===== config.mk =====
export PLATFORM = sky130hd
export DESIGN_NAME = bcc_obuf
export DESIGN_NICKNAME = d
export VERILOG_FILES = /design/src/sv/bcc_pkg.sv /design/src/sv/bcc_obuf.sv
export SDC_FILE = /design/constraint.sdc
export NUM_CORES = 1
export LEC_CHECK = 0
export ABC_AREA = 1
export BUFFER_PORTS_ARGS = -buffer_cell sky130_fd_sc_hd__buf_2
export CORE_MARGIN = 2
export CORE_UTILIZATION = 50
export CTS_BUF_LIST = sky130_fd_sc_hd__clkbuf_2 sky130_fd_sc_hd__clkbuf_4 sky130_fd_sc_hd__clkbuf_8
export DETAILED_ROUTE_END_ITERATION = 10
export PLACE_DENSITY = 0.81
export REMOVE_ABC_BUFFERS = 1
export SLEW_MARGIN = 10
export SYNTH_ARGS = -nofsm -noshare
export SYNTH_HDL_FRONTEND = slang
export SYNTH_SLANG_ARGS = --single-unit

===== constraint.sdc =====
create_clock -name clk -period 13.4 [get_ports clk]
set_input_delay 2.01 -clock clk [delete_from_list [all_inputs] [get_ports clk]]
set_output_delay 2.01 -clock clk [all_outputs]
set_load 0.005 [all_outputs]

===== src/sv/bcc_pkg.sv =====
// Shared constants, types and helpers for the barycentric weight pipeline.
`default_nettype none
package bcc_pkg;

  // Input coordinate width and weight fraction bits
  localparam int COORD_BITS = 16;
  localparam int FRAC_BITS  = 16;
  localparam int OUT_W      = 24;
  localparam int N_COORD    = 12;
  localparam int N_DOT      = 5;
  localparam int N_PROD     = 6;

  // Stream word widths, padded to whole bytes
  localparam int IN_DATA_W  = ((N_COORD * COORD_BITS + 7) / 8) * 8;
  localparam int OUT_DATA_W = ((3 * OUT_W + 7) / 8) * 8;

  // Datapath widths
  localparam int DIFF_W  = COORD_BITS + 1;
  localparam int DPROD_W = 2 * DIFF_W;
  localparam int DOT_W   = 2 * DIFF_W + 3;
  localparam int HALF_W  = DOT_W / 2;
  localparam int HI_W    = DOT_W - HALF_W;
  localparam int PART_W  = 2 * HI_W + 1;
  localparam int PROD_W  = 2 * DOT_W;
  localparam int NMAG_W  = PROD_W - 1;
  localparam int DEN_W   = NMAG_W;
  localparam int NUM_W   = NMAG_W + FRAC_BITS;
  localparam int QM_W    = NUM_W + 1;
  localparam int VS_W    = QM_W + 1;
  localparam int U_W     = VS_W + 2;

  typedef logic signed [DOT_W-1:0] dot_t;

  // Sideband carried through the divider
  typedef struct packed {
    logic degen;
    logic neg_v;
    logic neg_w;
  } div_tag_t;

  // One result word
  typedef struct packed {
    logic             degen;
    logic [OUT_W-1:0] weight_w;
    logic [OUT_W-1:0] weight_v;
    logic [OUT_W-1:0] weight_u;
  } res_t;

  // Clamp a wide signed weight to the output range
  function automatic logic [OUT_W-1:0] sat_out(input logic signed [U_W-1:0] x);
    logic [U_W-OUT_W:0] hi;
    logic [OUT_W-1:0]   r;
    hi = x[U_W-1:OUT_W-1];
    if ((&hi) || !(|hi)) begin
      r = x[OUT_W-1:0];
    end else if (x[U_W-1]) begin
      r = {1'b1, {(OUT_W-1){1'b0}}};
    end else begin
      r = {1'b0, {(OUT_W-1){1'b1}}};
    end
    return r;
  endfunction

endpackage
`default_nettype wire


===== src/sv/bcc_obuf.sv =====
// Two-word output buffer that decouples the pipeline from the receiver.
`default_nettype none
module bcc_obuf (
  input  wire           clk,
  input  wire           rst_n,
  input  wire           push_i,
  input  bcc_pkg::res_t data_i,
  output logic          ready_o,
  output logic          out_valid_o,
  output bcc_pkg::res_t out_data_o,
  input  wire           out_ready_i
);

  logic [1:0]    count_r, count_nxt;
  bcc_pkg::res_t e0_r, e1_r;
  logic          pop;

  assign pop         = out_valid_o && out_ready_i;
  assign out_valid_o = (count_r != 2'd0);
  assign out_data_o  = e0_r;
  assign ready_o     = (count_r != 2'd2);

  // Track fill level
  always_comb begin
    count_nxt = count_r + {1'b0, push_i} - {1'b0, pop};
  end

  always_ff @(posedge clk) begin
    if (!rst_n) begin
      count_r <= 2'd0;
    end else begin
      count_r <= count_nxt;
    end
  end

  // Hold, advance or load the entries
  always_ff @(posedge clk) begin
    if (pop) begin
      e0_r <= (push_i && count_r == 2'd1) ? data_i : e1_r;
      if (push_i && count_r == 2'd2) begin
        e1_r <= data_i;
      end
    end else if (push_i) begin
      if (count_r == 2'd0) begin
        e0_r <= data_i;
      end else begin
        e1_r <= data_i;
      end
    end
  end

  a_no_overfill: assert property (@(posedge clk) disable iff (!rst_n)
    count_r != 2'd3) else $error("output buffer level out of range");

  a_no_push_full: assert property (@(posedge clk) disable iff (!rst_n)
    !(push_i && count_r == 2'd2)) else $error("word pushed into full buffer");

  a_pop_only: assert property (@(posedge clk) disable iff (!rst_n)
    (pop && !push_i) |=> (count_r == $past(count_r) - 2'd1))
    else $error("buffer level wrong after a drain");

endmodule
`default_nettype wire


==> results of run 1 <==
## routing by layer
layer | up-vias | track usage [%] | share of wire, %
li1 | 1763 | - | -
met1 | 1720 | 24.0 | 41
met2 | 177 | 28.6 | 50
met3 | 13 | 4.87 | 7.9
met4 | 0 | 8.17 | 1.3
met5 | - | 0 | 0
## logic make-up (layout without fill, tap and decap cells)
family / after synthesis / count (layout) / share of synthesized area, %
DFF: 148 / 148 / 77.7
AOI/OAI and AO/OA: 3 / 3 / 0.264
adders and majority gates: 1 / 1 / 0.220
and+or+nand+nor: 235 / 235 / 18.0
buffers and inverters: 29 / 193 / 3.83
## area by class of cell
class / count / area [um2] / share of cell area [%]
timing repair buffer: 155 / 786 / 11.4
multi-input combinational: 239 / 1060 / 15.4
clock buffer: 18 / 241 / 3.51
inverter: 6 / 23.8 / 0.346
tap: 140 / 175 / 2.55
clock inverter: 14 / 163 / 2.37
sequential: 148 / 4420 / 64.4
## stage by stage
stage	worst slack (ns)	power (mW)	cell area [um2]	hold slack, ns	util [%]
final	9.60	1.13	6870	0.544	62.6
after global routing	9.47	1.18	6870	0.567	62.6
after CTS	9.62	1.14	6870	0.546	62.6
after detailed placement	9.14	0.790	6470	0.533	58.9
after global placement	9.24	0.781	6470	0.526	58.9
after floorplan	5.60	0.710	5500	0.521	-
## registers in the layout, indices dropped and copies added (netlist names)
name,cells
e1_r,73
out_data_o,73
count_r,2
## worst max path at each step
stage / start / end / cells past startpoint
2_1_floorplan: push_i / out_data_o[0] / 2
3_3_place_gp: out_ready_i / out_data_o[55] / 5
3_5_place_dp: out_ready_i / out_data_o[29] / 5
4_1_cts: out_ready_i / out_data_o[38] / 5
5_1_grt: out_ready_i / out_data_o[38] / 5
6_report: out_ready_i / out_data_o[64] / 5
## where the power goes
group | total [mW] | switching (mW) | internal, mW
sequential | 0.615 | 0.0177 | 0.598
clock | 0.348 | 0.164 | 0.184
combinational | 0.162 | 0.107 | 0.0548
total | 1.13 | 0.288 | 0.837
## cell usage in the layout (no fill, tap or decap)
master and n:
sky130_fd_sc_hd__clkbuf_8 17, sky130_fd_sc_hd__nand3_4 1, sky130_fd_sc_hd__nand2_1 147, sky130_fd_sc_hd__clkinv_4 2
sky130_fd_sc_hd__buf_4 4, sky130_fd_sc_hd__inv_1 3, sky130_fd_sc_hd__clkinv_2 3, sky130_fd_sc_hd__clkbuf_4 1
sky130_fd_sc_hd__clkinv_1 2, sky130_fd_sc_hd__inv_2 2, sky130_fd_sc_hd__ha_1 1, sky130_fd_sc_hd__nor2_1 1
sky130_fd_sc_hd__nand2_4 1, sky130_fd_sc_hd__nand2_2 10, sky130_fd_sc_hd__edfxtp_1 146, sky130_fd_sc_hd__bufinv_16 3
sky130_fd_sc_hd__o21ai_4 1, sky130_fd_sc_hd__a21oi_1 2, sky130_fd_sc_hd__nand3_1 75, sky130_fd_sc_hd__dfxtp_1 2
sky130_fd_sc_hd__buf_2 151, sky130_fd_sc_hd__clkinvlp_4 5
## tightest hold or removal path, cell delays in order, from the launching register on
cell and delay (ns):
sky130_fd_sc_hd__edfxtp_1 0.32, sky130_fd_sc_hd__nand3_1 0.07, sky130_fd_sc_hd__nand2_1 0.06
==> results.txt, run 1 <==
- Crit path max-delay cell type: sky130_fd_sc_hd__buf_4
- Delay-heaviest family, CP: buffers and inverters
- For this run, the slowest stage of the critical path takes 0.74 ns.
- Hold Path Cell Cnt: 2
- Global routing usage summed across all routing layers: 18.2%
- The critical path goes through buf_2 -> buf_4 -> nand2_1 -> o21ai_4 -> buf_4.
- Critical path buffer and inverter count: 3
- The via count of the first global-routing pass is 3553.
* Hold path endpoint: out_data_o[32]
- For the pin with the worst max-slew slack, the measured transition is 0.957 ns.
- Fin crit share: 28.4%
- The number of cells on the worst reg-to-reg path is 5.
- Maximum achievable frequency: 263 MHz
* Clk sinks: 148
- Total core area: 0.0110 mm2
- Summed over all cells, the static leakage comes to 2.91 nW.
* X dimension of the die: 111 um
- Area contributors post-synth: sky130_fd_sc_hd__edfxtp_1, sky130_fd_sc_hd__nand2_1, sky130_fd_sc_hd__nand3_1, sky130_fd_sc_hd__buf_6, sky130_fd_sc_hd__nand2_2
- The routed design has 10.9 mm of wire.
* Number of diodes added for antenna fixing: 0
- Fraction of synthesis flops using an asynchronous set or reset pin: 0%
- Number of DRC violations after detailed-routing iteration 0: 257
- Entering global routing, the biggest net connects 78 pins.
- In this run the critical register-to-register path is launched from count_r[1].
- The clock passes through at most 2 buffers.
- STA classifies the critical path endpoint as a flip-flop.
* Most frequent cell on the critical path: sky130_fd_sc_hd__buf_4
- By instance count, the leading cell after synthesis is sky130_fd_sc_hd__nand2_1.
- Ratio of cells with drive above 1 in the final layout: between 30% and 40%
- Clock-pin slew was measured on the worst setup and hold paths at ~0.08 ns.
- Classification of the worst setup path: in2reg
- The synthesized design contains around 150 enable-type register cells.
- Class of the most critical hold timing path: reg2reg
- Outcome: finished, final reports clean
- TritonCTS Buffers: 17
- Aggregate global routing overflow: 0
* Detailed-routing iteration count for the pre-antenna-repair pass: 5
- Post-synthesis cell area: 0.00569 mm2
* Weighted congestion at the end of routability-driven global placement: approximately 0.75
- Synth-to-Final Area Change: 20.8%
* Post-DRT Antenna Nets: 0
* Highest net fanout along the worst path: 77
* Core Rows: 38
- Endpoint arrival time on the critical path: 3.85 ns
- Startpoint type of the worst setup path: primary input
* Launch point of the worst hold path: e1_r[32]
- The final route contains 3673 vias.
* Max-slew violations: 0
- By count the netlist is led by sky130_fd_sc_hd__nand2_1, sky130_fd_sc_hd__edfxtp_1, sky130_fd_sc_hd__nand3_1.
* Commonest register cell after synthesis: sky130_fd_sc_hd__edfxtp_1
- The number of different library cells used by synthesis comes to 17.
- Half-perimeter wire length of the detailed placement result: approximately 6.6 mm
- Post-CTS Setup Repair Bufs: 0
* Post-synthesis average cell area: 13.7 um2
- After filler insertion, the fill cell instance count of the layout stands at 892.
- In this run the clock root is driven by a sky130_fd_sc_hd__clkbuf_8.
* CTS tree: done
* Final Non-Filler Cells: slightly above 700
- Cell count after placement: 688
* Synth area leader: sky130_fd_sc_hd__edfxtp_1
* Gate count of the mapped netlist: 416
* Sequential element share of the synthesized area: 77.7%
- Worst clock skew on the final layout: 0.00983 ns
- The floorplan step set the die height to 111 um.
* Routed length per placed instance: 15.1 um
- Port bufs: roughly 150
- In this run the power density over the cells is ~160 mW/mm2.
* Mean number of vias per cell: 5.10
- At the worst endpoint, the required time is 13.45 ns.
- After detailed routing, the number of remaining DRC violations is 0.
- Global-route wire length before repair: 17.5 mm
* Max-capacitance violation count: 0
- For this design the top-level I/O count stands at 152.
* Starting utilization of the core area: 51.8%
- The routed design could run at a clock period as short as 3.80 ns.
* Number of nets at the end of the flow: 645
* Setup TNS: 0 ns
* Maximum level of the CTS H-tree: 4
* Max transition margin: 36.2%
* Maximum VDD drop: 158 uV
- Slack of the worst reg-to-reg path: 11.44 ns
* Number of flip-flops and latches in the synthesized netlist: around 150
- The die covers 0.0123 mm2.
- Setup repair after global routing left no endpoint under its margin.
- Final Hold Violating Endpoints: 0
* Area share of the leading cell type in the synthesized netlist: 77.0%
- For this run, the number of Yosys warnings is 0.
* Post-cts gate resize count: 0
- Endpoint of the most critical register-to-register path: out_data_o[64]
- Initial antenna violation count: 0
- Total of endpoints with negative setup slack in the final report: 0
- The clock reaches the later pin of the worst-skew pair after about 0.43 ns.
- The number of hold buffers added after CTS was 0.
No activity file was read; power rests on OpenSTA's default activity.
==> inputs of run 2 (changes only) <==
- CORE_UTILIZATION: 50 -> 49
- PLACE_DENSITY: 0.81 -> 0.83
- clock period: 13.4 -> 3.2 ns (I/O delays scaled with it)
==> run 2 against run 1 <==
Against the previous run: final area rose by 0.75%; setup slack got worse by 8.3 ns; clock power rose to 4.2 times the previous value; register-to-register slack got worse by 10 ns; sequential power rose to 4.2 times the previous value; global-route usage rose by 0.40 points; flip-flop and latch count did not move; total power rose to 4.2 times the previous value; clock skew fell by 0.0019 ns; critical path type is now reg2reg; highest routed layer unchanged.
==> results.txt, run 2 (synthesized netlist as in run 1, its figures left out) <==
* Die H: 112 um (+0.98%)
* Total of endpoints with negative setup slack in the final report: 0 (unchanged)
- The TritonCTS sink count came to 148 (unchanged).
- The worst setup path is launched from a flip-flop.
* Count of vias placed by the detailed router: 3701 (+0.76%)
- The floorplan die width was 112 um (+0.98%).
* Post-CTS Setup Repair Bufs: 0 (unchanged)
- Crit path max-delay cell type: sky130_fd_sc_hd__clkinv_2
- Port bufs: 151 (unchanged)
- The worst-margin pin slew is 0.874 ns (-0.0835 ns).
- The run finished with clean final reports.
- Tot Pwr: 4.74 mW (+320%)
- The core area was 0.0114 mm2 (+3.5%).
- The average vias per placed instance came to 5.09 (-0.21%).
- Leaving out fill and tap cells, the most frequent cell in the layout is sky130_fd_sc_hd__buf_2.
- Post-cts gate resize count: 0 (unchanged)
* Min Tclk post-route: between 1.5 and 2 ns
- The DRC violations left is 0 (unchanged).
- Final Instance Area: 0.00693 mm2 (+0.75%)
* Starting utilization of the core area: 50.1% (-1.8 points)
- Setup repair after global routing left no endpoint under its margin.
* Global-route wire length before repair: 17.9 mm (+2.1%)
* Number of I/O pins: 152 (unchanged)
- Initial antenna violation count: 2 (+2)
* Class of the most critical hold timing path: in2reg
- TritonCTS Buffers: 17 (unchanged)
- Area after DPL: 0.00651 mm2 (+0.68%)
- Walking the worst path, the cells encountered are inv_2 -> nand2_4 -> nand3_1 -> nand2_1 -> clkinv_2 -> buf_12.
* Aggregate global routing overflow: 0 (unchanged)
- The detailed-route wire length per cell is 15.8 um (+4.6%).
- Weighted congestion at the end of routability-driven global placement: 0.756 (+0.63%)
* Leading cell types in the layout, fill and taps excluded: sky130_fd_sc_hd__buf_2, sky130_fd_sc_hd__nand2_1, sky130_fd_sc_hd__edfxtp_1
* Maximum VDD drop: 357 uV (+130%)
- The critical path is of the reg2reg type.
* Core Rows: 39 (+2.6%)
* Max-slew violations: 0 (unchanged)
* Clock latency at the later pin of the worst-skew pair: 0.43 ns (about the same)
- Detailed-routing iteration count for the pre-antenna-repair pass: 5 (unchanged)
- Final Hold Violating Endpoints: 0 (unchanged)
- The largest fanout on the critical path came to 41 (-47%).
- The half-perimeter wire length after detailed placement was 7.68 mm (+16%).
- The area growth from synthesis to layout is 21.7%.
- The die outline area was 0.0125 mm2 (+2.0%).
- Global routing usage summed across all routing layers: 18.6% (+0.40 points)
- The critical path data required time was 3.37 ns (-10.08 ns).
- The fraction of final layout cells sized beyond drive strength 1 was 35.2% (+0.57 points).
- The first-iteration detailed-routing DRC count came to 274 (+6.6%).
- TritonCTS built the clock tree.
- In the finished design, the share of the clock period the worst path needs comes to 61.0%.
- The via count of the first global-routing pass was 3674 (+3.4%).
* Endpoint arrival time on the critical path: 2.12 ns (-1.73 ns)
- The wire length reported by the detailed router came to 11.5 mm (+5.6%).
- Max-capacitance violation count: 0 (unchanged)
- The net total in the final layout is 647 (+0.31%).
- Setup TNS: 0 ns (unchanged)
- WHS: 0.234 ns (-0.311 ns)
- Maximum achievable frequency: a little over 500 MHz
* Clock Tree Root: sky130_fd_sc_hd__clkbuf_8
- The number of levels in the clock H-tree was 4 (unchanged).
* Cell leakage power: 2.93 nW (+0.77%)
- The pin count of the biggest net entering global routing is 74 (-5.1%).
* Largest stage delay on the critical path: 0.46 ns (-0.28 ns)
- Pwr dens: 684 mW/mm2 (+320%)
- Deepest clock path buffer count: 2 (unchanged)
- Critical path endpoint category: flip-flop
- Post-DRT Antenna Nets: 0 (unchanged)
- Worst clock skew on the final layout: 0.00789 ns (-0.00194 ns)
* Quantity of hold-fixing buffers added after cts: 0 (unchanged)
* Reg clk slew, reported paths: 0.09 ns (about the same)
- Max transition margin: 41.8% (+5.6 points)
[run 2: cell type report]
class,count,area [um2]
tap,143,179
fill,895,4440
timing repair buffer,157,826
clock buffer,17,234
sequential,148,4420
inverter,6,23.8
antenna,2,5.00
multi-input combinational,239,1060
clock inverter,15,173
[run 2: metal layers]
layer	up-vias	GRT usage (%)	wire length, um	share of wire, %
li1	1774	-	-	-
met1	1749	23.1	4570	40
met2	162	30.1	5780	50
met3	16	6.59	942	8.2
met4	0	7.24	183	1.6
met5	-	0	0	0
[run 2: stage by stage]
stage	std cells	worst slack (ns)	util, %
after CTS	725	1.21	60.9
after global routing	726	1.09	60.9
final	727	1.25	60.9
after detailed placement	693	1.12	57.3
after global placement	693	1.22	57.3
after floorplan	393	-3.07	-
[run 2: power breakdown]
| part | leakage (nW) | internal (mW) | switching (mW) | total, mW |
|---|---|---|---|---|
| combinational | 1.34 | 0.246 | 0.455 | 0.701 |
| clock | 0.195 | 0.716 | 0.746 | 1.46 |
| sequential | 1.40 | 2.50 | 0.0756 | 2.57 |
| total | 2.93 | 3.46 | 1.28 | 4.74 |
[run 2: path summary, 6_finish.rpt]
check	from	to	slack [ns]	cells past startpoint
setup reg to reg	count_r[0]	e1_r[2]	1.25	6
hold / removal	data_i[61]	e1_r[61]	0.23	1
setup / recovery	count_r[0]	e1_r[2]	1.25	6
hold reg to reg	e1_r[49]	out_data_o[49]	0.55	2
[run 2: critical path, delay by kind of cell (launching register included)]
| family | cells | cell delay, ns |
|---|---|---|
| flip-flops | 1 | 0.39 |
| AND/OR/NAND/NOR | 3 | 0.31 |
| buffers and inverters | 3 | 0.95 |
